## src/hdl/lclp_pkg.sv

```systemverilog
`default_nettype none

package lclp_pkg;

    // action codes carried in the input tuser
    localparam logic [2:0] ACT_LEFT_BYTE  = 3'd0;
    localparam logic [2:0] ACT_RIGHT_BYTE = 3'd1;
    localparam logic [2:0] ACT_SEC_TICK   = 3'd2;
    localparam logic [2:0] ACT_FRAME_TICK = 3'd3;
    localparam logic [2:0] ACT_BUTTON     = 3'd4;

    // frame headers on the links
    localparam logic [7:0] HDR_LEFT_GEO  = 8'h01;
    localparam logic [7:0] HDR_RIGHT_GEO = 8'h02;
    localparam logic [7:0] HDR_UPDATE    = 8'h03;

    localparam logic [7:0] PAT_WRAP5    = 8'd0;
    localparam logic [7:0] PAT_WRAP2    = 8'd1;
    localparam logic [7:0] BRIGHT_RESET = 8'hFF;
    localparam logic [7:0] BRIGHT_FLOOR = 8'd10;
    localparam logic [7:0] PATTERN_RESET = 8'd1;
    localparam logic [7:0] OWN_LEDS_RESET    = 8'd8;
    localparam logic [7:0] OWN_LETTERS_RESET = 8'd4;

    localparam int QUEUE_DEPTH = 4;
    localparam int QPTR_W      = $clog2(QUEUE_DEPTH);

    typedef enum logic [1:0] {
        MSG_GEO_LEFT,
        MSG_GEO_RIGHT,
        MSG_UPDATE,
        MSG_TICK
    } t_msg_kind;

    // snapshot of everything a message needs, taken when the item is handled
    typedef struct packed {
        t_msg_kind   kind;
        logic [7:0]  ll_leds;     // geometry sent left
        logic [7:0]  ll_letters;
        logic [7:0]  rl_leds;     // geometry sent right
        logic [7:0]  rl_letters;
        logic [7:0]  bright;
        logic [7:0]  pattern;
        logic [15:0] frame;
    } t_msg;

endpackage

`default_nettype wire

```

## src/hdl/lclp_front.sv

```systemverilog
`default_nettype none

module lclp_front #(
    parameter int LIFE_START = 5
) (
    input  wire logic          i_clk,
    input  wire logic          i_rst_n,
    input  wire logic [7:0]    i_own_leds,
    input  wire logic [7:0]    i_own_letters,
    input  wire logic          i_valid,
    input  wire logic [2:0]    i_action,
    input  wire logic [7:0]    i_byte,
    output logic               o_ready,
    input  wire logic          i_full,
    output logic               o_push,
    output lclp_pkg::t_msg     o_msg
);
    import lclp_pkg::*;

    localparam logic [2:0] LIFE_LOAD = 3'(LIFE_START);

    logic [7:0]  r_leds_l, n_leds_l, r_letters_l, n_letters_l;
    logic [2:0]  r_life_l, n_life_l;
    logic [7:0]  r_leds_r, n_leds_r, r_letters_r, n_letters_r;
    logic [2:0]  r_life_r, n_life_r;
    logic [7:0]  r_pattern, n_pattern, r_bright, n_bright;
    logic [15:0] r_frame, n_frame;
    logic [1:0]  r_lfill, n_lfill;
    logic [1:0]  r_rfill, n_rfill;
    logic [7:0]  r_lbuf [0:2];
    logic [7:0]  r_rbuf [0:1];

    logic        accept;
    logic        lbuf_we, rbuf_we;
    logic [8:0]  total;
    logic [11:0] limit;
    logic [15:0] frame_inc;
    t_msg_kind   kind;

    assign o_ready = !i_full;
    assign accept  = i_valid && !i_full;
    assign total   = {1'b0, i_own_leds} + {1'b0, r_leds_r};
    assign limit   = (r_pattern == PAT_WRAP5) ? ({1'b0, total, 2'b00} + {3'b000, total})
                                              : {2'b00, total, 1'b0};
    assign frame_inc = r_frame + 16'd1;

    always_comb begin
        n_leds_l    = r_leds_l;
        n_letters_l = r_letters_l;
        n_life_l    = r_life_l;
        n_leds_r    = r_leds_r;
        n_letters_r = r_letters_r;
        n_life_r    = r_life_r;
        n_pattern   = r_pattern;
        n_frame     = r_frame;
        n_bright    = r_bright;
        n_lfill     = r_lfill;
        n_rfill     = r_rfill;
        lbuf_we     = 1'b0;
        rbuf_we     = 1'b0;
        o_push      = 1'b0;
        kind        = MSG_TICK;
        if (accept) begin
            case (i_action)
                ACT_LEFT_BYTE: begin
                    if (r_lfill != 2'd0 || i_byte == HDR_LEFT_GEO || i_byte == HDR_UPDATE) begin
                        if (r_lfill != 2'd3) begin
                            lbuf_we = 1'b1;
                            n_lfill = r_lfill + 2'd1;
                        end else begin
                            n_lfill = 2'd0;
                            if (r_lbuf[0] == HDR_LEFT_GEO) begin
                                n_life_l = LIFE_LOAD;
                                if (r_leds_l != r_lbuf[1] || r_letters_l != r_lbuf[2] ||
                                    r_bright != i_byte) begin
                                    n_leds_l    = r_lbuf[1];
                                    n_letters_l = r_lbuf[2];
                                    n_bright    = i_byte;
                                    o_push      = 1'b1;
                                    kind        = MSG_GEO_RIGHT;
                                end
                            end else begin
                                n_pattern = r_lbuf[1];
                                n_frame   = {r_lbuf[2], i_byte};
                                o_push    = 1'b1;
                                kind      = MSG_UPDATE;
                            end
                        end
                    end
                end
                ACT_RIGHT_BYTE: begin
                    if (r_rfill != 2'd0 || i_byte == HDR_RIGHT_GEO) begin
                        if (r_rfill != 2'd2) begin
                            rbuf_we = 1'b1;
                            n_rfill = r_rfill + 2'd1;
                        end else begin
                            n_rfill  = 2'd0;
                            n_life_r = LIFE_LOAD;
                            if (r_leds_r != r_rbuf[1] || r_letters_r != i_byte) begin
                                n_leds_r    = r_rbuf[1];
                                n_letters_r = i_byte;
                                o_push      = 1'b1;
                                kind        = MSG_GEO_LEFT;
                            end
                        end
                    end
                end
                ACT_SEC_TICK: begin
                    if (r_life_l != 3'd0) begin
                        n_life_l = r_life_l - 3'd1;
                        if (r_life_l == 3'd1) n_leds_l = 8'd0;
                    end
                    if (r_life_r != 3'd0) begin
                        n_life_r = r_life_r - 3'd1;
                        if (r_life_r == 3'd1) n_leds_r = 8'd0;
                    end
                    o_push = 1'b1;
                    kind   = MSG_TICK;
                end
                ACT_FRAME_TICK: begin
                    // only the master (nothing to its left) drives the frame
                    if (r_leds_l == 8'd0) begin
                        if (r_pattern == PAT_WRAP5 || r_pattern == PAT_WRAP2) begin
                            if (frame_inc >= {4'd0, limit}) n_frame = 16'd0;
                            else                            n_frame = frame_inc;
                        end
                        o_push = 1'b1;
                        kind   = MSG_UPDATE;
                    end
                end
                ACT_BUTTON: begin
                    n_bright = (r_bright[6:0] == 7'd0) ? BRIGHT_FLOOR : {r_bright[6:0], 1'b0};
                end
                default: begin
                end
            endcase
        end
    end

    always_comb begin
        o_msg.kind       = kind;
        o_msg.ll_leds    = i_own_leds + n_leds_r;
        o_msg.ll_letters = i_own_letters + n_letters_r;
        o_msg.rl_leds    = i_own_leds + n_leds_l;
        o_msg.rl_letters = i_own_letters + n_letters_l;
        o_msg.bright     = n_bright;
        o_msg.pattern    = n_pattern;
        o_msg.frame      = n_frame;
    end

    always_ff @(posedge i_clk) begin
        if (!i_rst_n) begin
            r_leds_l    <= 8'd0;
            r_letters_l <= 8'd0;
            r_life_l    <= 3'd0;
            r_leds_r    <= 8'd0;
            r_letters_r <= 8'd0;
            r_life_r    <= 3'd0;
            r_pattern   <= PATTERN_RESET;
            r_frame     <= 16'd0;
            r_bright    <= BRIGHT_RESET;
            r_lfill     <= 2'd0;
            r_rfill     <= 2'd0;
        end else begin
            r_leds_l    <= n_leds_l;
            r_letters_l <= n_letters_l;
            r_life_l    <= n_life_l;
            r_leds_r    <= n_leds_r;
            r_letters_r <= n_letters_r;
            r_life_r    <= n_life_r;
            r_pattern   <= n_pattern;
            r_frame     <= n_frame;
            r_bright    <= n_bright;
            r_lfill     <= n_lfill;
            r_rfill     <= n_rfill;
        end
    end

    always_ff @(posedge i_clk) begin
        if (lbuf_we) r_lbuf[r_lfill] <= i_byte;
        if (rbuf_we) r_rbuf[r_rfill[0]] <= i_byte;
    end

endmodule

`default_nettype wire

```

## src/hdl/lclp_queue.sv

```systemverilog
`default_nettype none

module lclp_queue (
    input  wire logic           i_clk,
    input  wire logic           i_rst_n,
    input  wire logic           i_push,
    input  wire lclp_pkg::t_msg i_msg,
    output logic                o_full,
    output logic                o_empty,
    input  wire logic           i_pop,
    output lclp_pkg::t_msg      o_head
);
    import lclp_pkg::*;

    t_msg              r_mem [0:QUEUE_DEPTH-1];
    logic [QPTR_W-1:0] r_wr_ptr, r_rd_ptr;
    logic [QPTR_W:0]   r_count;
    logic              do_push, do_pop;

    assign o_full  = (r_count == (QPTR_W+1)'(QUEUE_DEPTH));
    assign o_empty = (r_count == '0);
    assign do_push = i_push && !o_full;
    assign do_pop  = i_pop && !o_empty;
    assign o_head  = r_mem[r_rd_ptr];

    always_ff @(posedge i_clk) begin
        if (!i_rst_n) begin
            r_wr_ptr <= '0;
            r_rd_ptr <= '0;
            r_count  <= '0;
        end else begin
            if (do_push) r_wr_ptr <= r_wr_ptr + 1'b1;
            if (do_pop)  r_rd_ptr <= r_rd_ptr + 1'b1;
            case ({do_push, do_pop})
                2'b10:   r_count <= r_count + 1'b1;
                2'b01:   r_count <= r_count - 1'b1;
                default: r_count <= r_count;
            endcase
        end
    end

    always_ff @(posedge i_clk) begin
        if (do_push) r_mem[r_wr_ptr] <= i_msg;
    end

endmodule

`default_nettype wire

```

## src/hdl/lclp_back.sv

```systemverilog
`default_nettype none

module lclp_back (
    input  wire logic           i_clk,
    input  wire logic           i_rst_n,
    input  wire logic           i_empty,
    input  wire lclp_pkg::t_msg i_head,
    output logic                o_pop,
    output logic                o_valid,
    input  wire logic           i_ready,
    output logic [7:0]          o_byte,
    output logic                o_to_right,
    output logic                o_last
);
    import lclp_pkg::*;

    logic [2:0] r_idx;
    logic       load;
    logic [7:0] cur_byte;
    logic       cur_right, cur_last;

    function automatic logic [7:0] geo_left_byte(input t_msg m, input logic [1:0] k);
        logic [7:0] b;
        case (k)
            2'd0:    b = HDR_RIGHT_GEO;
            2'd1:    b = m.ll_leds;
            default: b = m.ll_letters;
        endcase
        return b;
    endfunction

    function automatic logic [7:0] geo_right_byte(input t_msg m, input logic [1:0] k);
        logic [7:0] b;
        case (k)
            2'd0:    b = HDR_LEFT_GEO;
            2'd1:    b = m.rl_leds;
            2'd2:    b = m.rl_letters;
            default: b = m.bright;
        endcase
        return b;
    endfunction

    always_comb begin
        cur_byte  = 8'd0;
        cur_right = 1'b1;
        cur_last  = 1'b0;
        case (i_head.kind)
            MSG_GEO_LEFT: begin
                cur_byte  = geo_left_byte(i_head, r_idx[1:0]);
                cur_right = 1'b0;
                cur_last  = (r_idx == 3'd2);
            end
            MSG_GEO_RIGHT: begin
                cur_byte = geo_right_byte(i_head, r_idx[1:0]);
                cur_last = (r_idx == 3'd3);
            end
            MSG_UPDATE: begin
                case (r_idx[1:0])
                    2'd0:    cur_byte = HDR_UPDATE;
                    2'd1:    cur_byte = i_head.pattern;
                    2'd2:    cur_byte = i_head.frame[15:8];
                    default: cur_byte = i_head.frame[7:0];
                endcase
                cur_last = (r_idx == 3'd3);
            end
            MSG_TICK: begin
                // left geometry first, then right geometry
                if (r_idx < 3'd3) begin
                    cur_byte  = geo_left_byte(i_head, r_idx[1:0]);
                    cur_right = 1'b0;
                end else begin
                    cur_byte = geo_right_byte(i_head, 2'(r_idx - 3'd3));
                end
                cur_last = (r_idx == 3'd6);
            end
            default: begin
            end
        endcase
    end

    assign load  = !i_empty && (!o_valid || i_ready);
    assign o_pop = load && cur_last;

    always_ff @(posedge i_clk) begin
        if (!i_rst_n) begin
            o_valid <= 1'b0;
            r_idx   <= 3'd0;
        end else if (load) begin
            o_valid <= 1'b1;
            r_idx   <= cur_last ? 3'd0 : r_idx + 3'd1;
        end else if (i_ready) begin
            o_valid <= 1'b0;
        end
    end

    always_ff @(posedge i_clk) begin
        if (load) begin
            o_byte     <= cur_byte;
            o_to_right <= cur_right;
            o_last     <= cur_last;
        end
    end

endmodule

`default_nettype wire

```

## src/hdl/led_chain_link_protocol_top.sv

```systemverilog
// led chain link node: one board of a left-right daisy chain
//
// input stream (s_axis): one word per event. tuser carries the action code
// (left-link byte, right-link byte, second tick, frame tick, brightness
// button), tdata the received link byte. a word is taken when tvalid and
// tready are both high; tready drops only while the message queue is full.
// output stream (m_axis): the link bytes the node transmits. tdata is the
// byte, tuser says which link (0 left, 1 right), tlast marks the final byte
// caused by one input word. a word moves when tvalid and tready are high.
// an input word that makes a message puts it into the queue; its first
// byte is then loaded into the output register and the rest follow at one
// word per cycle while the receiver is ready. input words are taken every
// cycle while the queue has room, so the sustained rate is set by the output
// serializer: a second tick sends 7 bytes, geometry 3 or 4, an update 4.
// a stalled receiver holds the output register; the queue (4 messages)
// then fills and only then is tready pulled low.
// reset (synchronous, active low) clears neighbor state, frame and framer
// fill counts, sets brightness 255, pattern 1, and the own counts to 8 and 4.
// the apb port writes own_led_count at 0x0 and own_letter_count at 0x4.

`default_nettype none

module led_chain_link_protocol_top #(
    parameter int LIFE_START = 5
) (
    input  wire logic        i_clk,
    input  wire logic        i_rst_n,
    // input stream
    input  wire logic        s_axis_tvalid,
    output logic             s_axis_tready,
    input  wire logic [7:0]  s_axis_tdata,   // [7:0] byte_value
    input  wire logic [2:0]  s_axis_tuser,   // [2:0] action
    // output stream
    output logic             m_axis_tvalid,
    input  wire logic        m_axis_tready,
    output logic [7:0]       m_axis_tdata,   // [7:0] out_byte
    output logic             m_axis_tuser,   // [0] to_right
    output logic             m_axis_tlast,
    // register port
    input  wire logic        psel,
    input  wire logic        penable,
    input  wire logic        pwrite,
    input  wire logic [2:0]  paddr,
    input  wire logic [31:0] pwdata,
    output logic [31:0]      prdata,
    output logic             pready
);
    import lclp_pkg::*;

    logic [7:0] r_own_leds, r_own_letters;
    logic       cfg_we;

    logic       q_push, q_full, q_empty, q_pop;
    t_msg       q_in, q_head;

    // register file, word-addressed by paddr[2]
    assign pready = 1'b1;
    assign cfg_we = psel && penable && pwrite;
    assign prdata = {24'd0, paddr[2] ? r_own_letters : r_own_leds};

    always_ff @(posedge i_clk) begin
        if (!i_rst_n) begin
            r_own_leds    <= OWN_LEDS_RESET;
            r_own_letters <= OWN_LETTERS_RESET;
        end else if (cfg_we) begin
            if (paddr[2]) r_own_letters <= pwdata[7:0];
            else          r_own_leds    <= pwdata[7:0];
        end
    end

    // front: framing, state update, message snapshot
    lclp_front #(
        .LIFE_START (LIFE_START)
    ) u_front (
        .i_clk         (i_clk),
        .i_rst_n       (i_rst_n),
        .i_own_leds    (r_own_leds),
        .i_own_letters (r_own_letters),
        .i_valid       (s_axis_tvalid),
        .i_action      (s_axis_tuser),
        .i_byte        (s_axis_tdata),
        .o_ready       (s_axis_tready),
        .i_full        (q_full),
        .o_push        (q_push),
        .o_msg         (q_in)
    );

    // message queue between framer and serializer
    lclp_queue u_queue (
        .i_clk   (i_clk),
        .i_rst_n (i_rst_n),
        .i_push  (q_push),
        .i_msg   (q_in),
        .o_full  (q_full),
        .o_empty (q_empty),
        .i_pop   (q_pop),
        .o_head  (q_head)
    );

    // back: byte serializer with output register
    lclp_back u_back (
        .i_clk      (i_clk),
        .i_rst_n    (i_rst_n),
        .i_empty    (q_empty),
        .i_head     (q_head),
        .o_pop      (q_pop),
        .o_valid    (m_axis_tvalid),
        .i_ready    (m_axis_tready),
        .o_byte     (m_axis_tdata),
        .o_to_right (m_axis_tuser),
        .o_last     (m_axis_tlast)
    );

endmodule

`default_nettype wire

```

## config.mk

```make
export PLATFORM = sky130hd
export DESIGN_NAME = led_chain_link_protocol_top
export DESIGN_NICKNAME = d
export VERILOG_FILES = /design/src/hdl/lclp_pkg.sv /design/src/hdl/lclp_front.sv /design/src/hdl/lclp_queue.sv /design/src/hdl/lclp_back.sv /design/src/hdl/led_chain_link_protocol_top.sv
export SDC_FILE = /design/constraint.sdc
export NUM_CORES = 1
export LEC_CHECK = 0
export BUFFER_PORTS_ARGS = -buffer_cell sky130_fd_sc_hd__buf_2
export CELL_PAD_IN_SITES_DETAIL_PLACEMENT = 0
export CELL_PAD_IN_SITES_GLOBAL_PLACEMENT = 1
export CORE_AREA = 2 2 209 211
export DETAILED_ROUTE_END_ITERATION = 8
export DIE_AREA = 0 0 211 213
export PLACE_DENSITY_LB_ADDON = 0.1
export RECOVER_POWER = 25
export SETUP_SLACK_MARGIN = 0.02
export SLEW_MARGIN = 5
export SYNTH_ARGS = -nofsm -noshare
export SYNTH_HDL_FRONTEND = slang
export SYNTH_SLANG_ARGS = --single-unit
```

## constraint.sdc

```tcl
create_clock -name i_clk -period 4.1 [get_ports i_clk]
set_input_delay 0.615 -clock i_clk [delete_from_list [all_inputs] [get_ports i_clk]]
set_output_delay 0.615 -clock i_clk [all_outputs]
set_load 0.02 [all_outputs]
```

==> out/results.tsv, run 1 <==
metric	value	unit
dr_total_vias	12600	
netlist_instances	1458	
setup_slack	-0.417	ns
first_global_vias	12500	
worst_slew_pin_slew	2.69	ns
synthTopCellsByArea	edfxtp_1, dfxtp_1, mux4_2	
multi_input_area	7960	um^2
layout.nets	1794	
whs	0.285	ns
avgSynthCellArea	13.4	um^2
async_flop_share	0	%
drive_above_1_share	22.0	%
worstHoldPathCells	3	
gr-usage-all-layers	23.8	%
clock_sinks	409	
chipWidth	211	um
violations	max-capacitance violations, max-slew violations, negative setup slack	
powerDensity	383	nW/um^2
first_iter_violations	908	
wl	52400	um
hold_class	input port to flip-flop	
endpoint_kind	flip-flop	
maxCapViolations	2	
ff2ff_setup_slack	-0.42	ns
gp_congestion	0.848	
grt_overflow	0	
whs_endpoint	r_own_letters[2]	
synth_top_family_by_area	compound AO/OA/AOI/OAI gates	
vias_per_cell	5.62	
vdd_drop_max	251	uV
cts_root_buf	clkbuf_16	
nFillCells	3594	
power.leakage	8.34	nW
critPathKind	flip-flop to flip-flop	
area_growth_syn_to_layout	17.7	%
coreArea	42700	um^2
holdCritStartpoint	pwdata[2]	
fin_crit	4.52	ns
grt_pass1_wl	77700	um
synth_fa_ha_area_share	5.96	%
syn_area	19500	um^2
crit_chain	ha_4 -> fa_2 -> a31o_4 -> a21o_1 -> a21o_1 -> a21o_1 -> a21o_1 -> ha_4 -> o21ai_2 -> o21ai_2 -> xor2_1 -> mux2i_1 -> ha_1 -> nand4_1 -> nor2_2 -> nand2_2 -> o2111ai_4 -> buf_6 -> a21o_1 -> nand3_2	
cpMaxStageDelayCell	fa_2	
crit_required	4.39	ns
yosys.cell_types.count	71	
fin_crit_sh	110	%
synth-edff-count	306	
fmax	221	MHz
ys_warn_count	0	
synth_top_cell_by_area	edfxtp_1	
htreeDepth	2	
portBuffers	46	
cts_buffers	44	
initial_core_util	45.6	%
yosys-mux-area-fraction	9.99	%
synth_compound_area_share	10.0	%
fin_tns_setup	-26.02	ns
synthXorXnorAreaFrac	4.54	%
die_area	44900	um^2
startpoint_type	flip-flop	
cts_buffer_depth	3	
cp.buffers_inverters	1	
path_delay_family	compound AO/OA/AOI/OAI gates	
path_common_cell	a21o_1	
io_pins	98	
ys_ff_latch	409	
reg2reg_depth	20	
worstSkewPairLatency	0.59	ns
finClkSkew	0.0225	ns
cp.arrival	4.81	ns
seqCellArea	11300	um^2
synth-seq-area-share	57.7	%
postCtsHoldBufs	0	
synth_ff_type	edfxtp_1	
grt_max_degree	51	
p_total	0.00879	W
fin_util	53.7	%
final-max-slew-violation-count	58	
hpwl	37900	um
drtAntennaViolNets	0	
clk_pin_slew	0.06	ns
crit-reg2reg-launch	r_own_leds[0]	
crit_path_max_fanout	6	
cts_tree	yes	
rsz0062_at_grt	true	
wire_per_inst	23.4	um
antenna_found_initial	4	
report.final.hold_viol_count	0	
setup_violations	104	
status	finished with violations	
drc	0	
yosysTopAreaCellShare	47.2	%
die_h	213	um
slew_headroom	-79.4	%
cpPeakStageDelay	0.40	ns
synth-simple-area-share	8.33	%
rr_endpoint	u_queue.r_mem[3][2]	
firstDrtPassIters	5	
rows	76	
-- worst max-delay path by stage --
stage                             start                  end  cells past startpoint
after global routing      r_own_leds[0]   u_front.r_frame[6]                     21
final                     r_own_leds[0]  u_queue.r_mem[3][2]                     20
after CTS                 r_own_leds[0]   u_front.r_frame[6]                     21
after floorplan           r_own_leds[0]   u_front.r_frame[0]                     20
after global placement    r_own_leds[0]   u_front.r_frame[6]                     20
after detailed placement  r_own_leds[0]   u_front.r_frame[6]                     20
-- synth_stat cells (all sizes together) (28+ instances only) --
cell type  number
nand2          89
xnor2          67
a21oi          75
buf            39
inv            57
clkbuf         43
and2           59
dfxtp         103
mux4           66
edfxtp        306
a22oi          37
a22o           28
ha             80
o21ai          36
xor2           34
mux2           29
nor2           71
-- per-layer routing --
| layer | up-vias | part of all wire [%] | global-route usage, % |
|---|---|---|---|
| li1 | 5854 | - | - |
| met1 | 6324 | 45 | 32.9 |
| met2 | 296 | 47 | 38.4 |
| met3 | 93 | 4.8 | 3.96 |
| met4 | 2 | 3.0 | 7.92 |
| met5 | - | 0.025 | 0 |
-- tightest hold or removal path, cell delays in order --
cell     delay (ns)
buf_2          0.09
nand2_1        0.06
nand3_1        0.07
-- report_power, final --
part | switching (W) | internal, W
combinational | 0.000288 | 0.000143
clock | 0.00164 | 0.00222
sequential | 0.0000235 | 0.00447
-- kinds of logic (layout without fill, tap and decap cells) --
group / Yosys count / after routing
xor+xnor: 101 / 101
buf+inv: 141 / 350
mux: 108 / 108
flops: 409 / 409
compound gates: 286 / 286
other cells: 2 / 26
simple gates: 322 / 322
fa+ha+maj: 89 / 89
-- layout by cell type (no fill, tap or decap), drive strengths merged, types with 36 or more instances in the layout --
cell type    n
mux4        66
nand2       89
edfxtp     306
inv         59
buf        153
and2        59
a22oi       37
clkbuf     120
ha          80
nor2        71
xnor2       67
a21oi       75
dfxtp      103
o21ai       36
-- area by class of cell --
type / count / share of cell area [%]
multi-input cells: 931 / 34.7
clock buffers: 64 / 5.53
inverters: 59 / 0.966
well taps: 546 / 2.98
flip-flops and latches: 409 / 49.1
diodes: 1 / 0.0109
clock inverters: 18 / 0.627
repair buffers: 209 / 6.12
-- registers in the layout, indices dropped and copies added, names as in the netlist, 2 cells and up, named ones only --
name / count
u_front.r_rfill: 2
u_front.r_frame: 16
u_front.r_life_l: 3
r_own_leds: 8
u_queue.r_wr_ptr: 2
u_front.r_rbuf: 8
u_front.r_lbuf: 24
r_own_letters: 8
u_front.r_life_r: 3
u_front.r_leds_l: 8
u_queue.r_rd_ptr: 2
u_back.o_byte: 8
u_front.r_leds_r: 8
u_front.r_letters_r: 8
u_front.r_bright: 8
u_queue.r_count: 3
u_queue.r_mem: 264
u_back.r_idx: 3
u_front.r_pattern: 8
u_front.r_letters_l: 8
u_front.r_lfill: 2
-- stage by stage --
stage	cell area, um^2	cells	setup WS [ns]
4_1_cts	23000	2229	-0.368
2_1_floorplan	19700	1481	-0.193
3_5_place_dp	21400	2143	-0.575
6_report	22900	2237	-0.417
5_1_grt	22900	2236	-0.596
3_3_place_gp	21400	2143	-0.437
-- timing repair --
item,in CTS,in global routing
endpoints found under the setup margin,60,76
resized for setup,30,12
endpoints found under the hold margin,0,0
setup buffers,3,7
pin swaps,6,7
cloned,1,0
(Power assumes the default switching activity.)
==> run 2, diff against run 1 <==
Settings changed: ABC_AREA set to 1, CORE_AREA 2 2 209 211 to 2 2 220 222, DIE_AREA 0 0 211 213 to 0 0 222 224, SLEW_MARGIN 5 to 25.
==> run 2 against run 1 <==
The run now ends clean. Die area rose by 11%. Hold slack got worse by 0.011 ns. Sequential power rose by 1%. Utilization fell by 2.1 points. Sequential share of layout area fell by 3.0 points. Clock skew fell by 0.0070 ns. Critical endpoint is now u_queue.r_mem[3][10]. Largest power group unchanged.
==> out/results.tsv, run 2 <==
metric	value	unit	change
status	complete, no violations		
initial_core_util	43.6	%	-2.0 points
fin_crit_sh	94.7	%	-15 points
hpwl	42800	um	+13%
vdd_drop_max	312	uV	+25%
layout.nets	2529		+41%
die_area	49700	um^2	+11%
avgSynthCellArea	9.28	um^2	-31%
post-place-ws	-0.183	ns	+0.392 ns
startpoint_type	flip-flop		
io_pins	98		unchanged
synth.most_common_cell	nand2_1		
cp.arrival	4.33	ns	-0.48 ns
report.final.hold_viol_count	0		unchanged
synth-edff-count	306		unchanged
synth_top_cell_by_area	edfxtp_1		
top_regs	u_queue.r_mem x264, u_front.r_lbuf x24, u_front.r_frame x16		
whs_endpoint	r_own_letters[2]		
firstDrtPassIters	5		unchanged
setup_violations	0		-100%
ff2ff_setup_slack	0.22	ns	+0.63 ns
gp_congestion	0.891		+5.1%
holdCritStartpoint	pwdata[2]		
layout_common_cells	nand2_1, edfxtp_1, nor2_1		
syn_area	20600	um^2	+5.9%
gr-usage-all-layers	24.1	%	+0.36 points
worstSkewPairLatency	0.59	ns	about the same
rows	80		+5.3%
htreeDepth	2		unchanged
synth_common_cells	nand2_1, edfxtp_1, nor2_1, inv_1, o21ai_0		
grt_overflow	0		unchanged
coreArea	47300	um^2	+11%
crit-reg2reg-launch	u_front.r_leds_r[4]		
yosys.cell_types.count	59		-17%
clock_sinks	409		unchanged
grt_pass1_wl	90900	um	+17%
cpPeakStageDelay	0.34	ns	-0.06 ns
synth-seq-area-share	54.5	%	-3.2 points
setup_slack	0.217	ns	+0.634 ns
async_flop_share	0	%	unchanged
drc	0		unchanged
largest_register_ffs	264		unchanged
critPathKind	flip-flop to flip-flop		
power.leakage	9.87	nW	+18%
multi_input_area	8490	um^2	+6.6%
cts_root_buf	clkbuf_16		
wl	59900	um	+14%
drive_above_1_share	14.4	%	-7.6 points
p_total	0.00974	W	+11%
nFillCells	4386		+22%
crit_required	4.55	ns	+0.16 ns
chipWidth	222	um	+5.2%
wire_per_inst	19.7	um	-16%
antenna_found_initial	1		-3
ys_warn_count	0		unchanged
first_iter_violations	1224		+35%
worstHoldPathCells	3		unchanged
cts_buffer_depth	3		unchanged
final-max-slew-violation-count	0		-100%
clk_pin_slew	0.06	ns	about the same
powerDensity	398	nW/um^2	+4.0%
cts_buffers	46		+4.5%
cpMaxStageDelayCell	dfxtp_1		
first_global_vias	15000		+20%
fmax	258	MHz	+16%
area_growth_syn_to_layout	18.5	%	
path_delay_family	simple AND/OR/NAND/NOR gates		
rr_endpoint	u_queue.r_mem[3][10]		
final_common_cell	nand2_1		
cp.buffers_inverters	2		+1
ys_ff_latch	409		unchanged
path_common_cell	nand2_1		
endpoint_kind	flip-flop		
netlist_instances	2224		+53%
seqCellArea	11300	um^2	about the same
cts_tree	yes		
finClkSkew	0.0155	ns	-0.00703 ns
largest-register	u_queue.r_mem		
hold_class	input port to flip-flop		
crit_path_max_fanout	6		unchanged
portBuffers	46		unchanged
synthTopCellsByArea	edfxtp_1, dfxtp_1, nand2_1		
synth_ff_type	edfxtp_1		
fin_crit	3.88	ns	-0.634 ns
rsz0062_at_grt	true		
vias_per_cell	5.26		-6.4%
slew_headroom	31.9	%	+110 points
dr_total_vias	16000		+27%
reg2reg_depth	25		+25%
die_h	224	um	+5.2%
worst_slew_pin_slew	1.02	ns	-1.67 ns
drtAntennaViolNets	0		unchanged
yosysTopAreaCellShare	44.5	%	-2.6 points
maxCapViolations	0		-2
grt_max_degree	87		+71%
[run 2: timing repair]
action                                  CTS  global route
endpoints found under the setup margin   59            64
resized for setup                        19            69
pin swaps                                 5            25
setup buffers                             0             1
hold buffers                              0             0
[run 2: report_power, final]
part           internal, W  switching [W]
Combinational     0.000224       0.000530
Clock              0.00273        0.00171
Sequential         0.00451      0.0000401
Total              0.00747        0.00228
[run 2: tightest hold or removal path, cell delays in order]
cell     delay, ns
buf_2         0.10
nand2_1       0.05
nand3_1       0.06
[run 2: logic make-up after synthesis]
family | share of synthesized area (%)
buffers and inverters | 6.43
adders and majority gates | 5.53
DFF | 54.5
AOI/OAI and AO/OA | 11.6
xor gates and xnor gates | 2.76
other | 0.0364
and+or+nand+nor | 19.1
[run 2: how the worst max path moves through the flow]
stage | start | to | slack, ns | depth (start not counted)
2_1_floorplan | s_axis_tdata[3] | u_queue.r_mem[0][0] | -0.82 | 8
3_3_place_gp | r_own_leds[0] | u_queue.r_mem[1][7] | -0.12 | 27
3_5_place_dp | r_own_leds[0] | u_queue.r_mem[2][7] | -0.18 | 24
4_1_cts | r_own_leds[2] | u_queue.r_mem[2][8] | 0.02 | 24
5_1_grt | u_front.r_leds_r[0] | u_queue.r_mem[3][2] | -0.08 | 24
6_report | u_front.r_leds_r[4] | u_queue.r_mem[3][10] | 0.22 | 25
[run 2: cell type report]
type | count | area share, %
sequential | 409 | 46.0
clock inverter | 21 | 1.43
multi-input combinational | 1516 | 34.7
clock buffer | 63 | 5.30
inverter | 216 | 3.34
tap | 615 | 3.15
antenna | 3 | 0.0307
timing repair buffer | 200 | 6.00
[run 2: per-stage QoR]
step	instance area [um^2]	cells	utilization (%)	TNS (ns)	hold WS, ns
CTS	24300	3039	51.3	0	0.233
global route	24400	3040	51.6	-3.05	0.273
global placement	22600	2955	47.7	-4.37	0.439
detailed placement	22600	2955	47.7	-7.92	0.449
finish	24500	3043	51.7	0	0.274
floorplan	20700	2247	-	-215.86	0.422
[run 2: per-layer routing]
metal | GRT usage, % | part of all wire [%] | vias to the layer above
met3 | 2.49 | 4.2 | 69
met4 | 7.21 | 2.6 | 0
met5 | 0 | 0 | -
met2 | 39.5 | 47 | 370
li1 | - | - | 7891
met1 | 34.0 | 46 | 7677
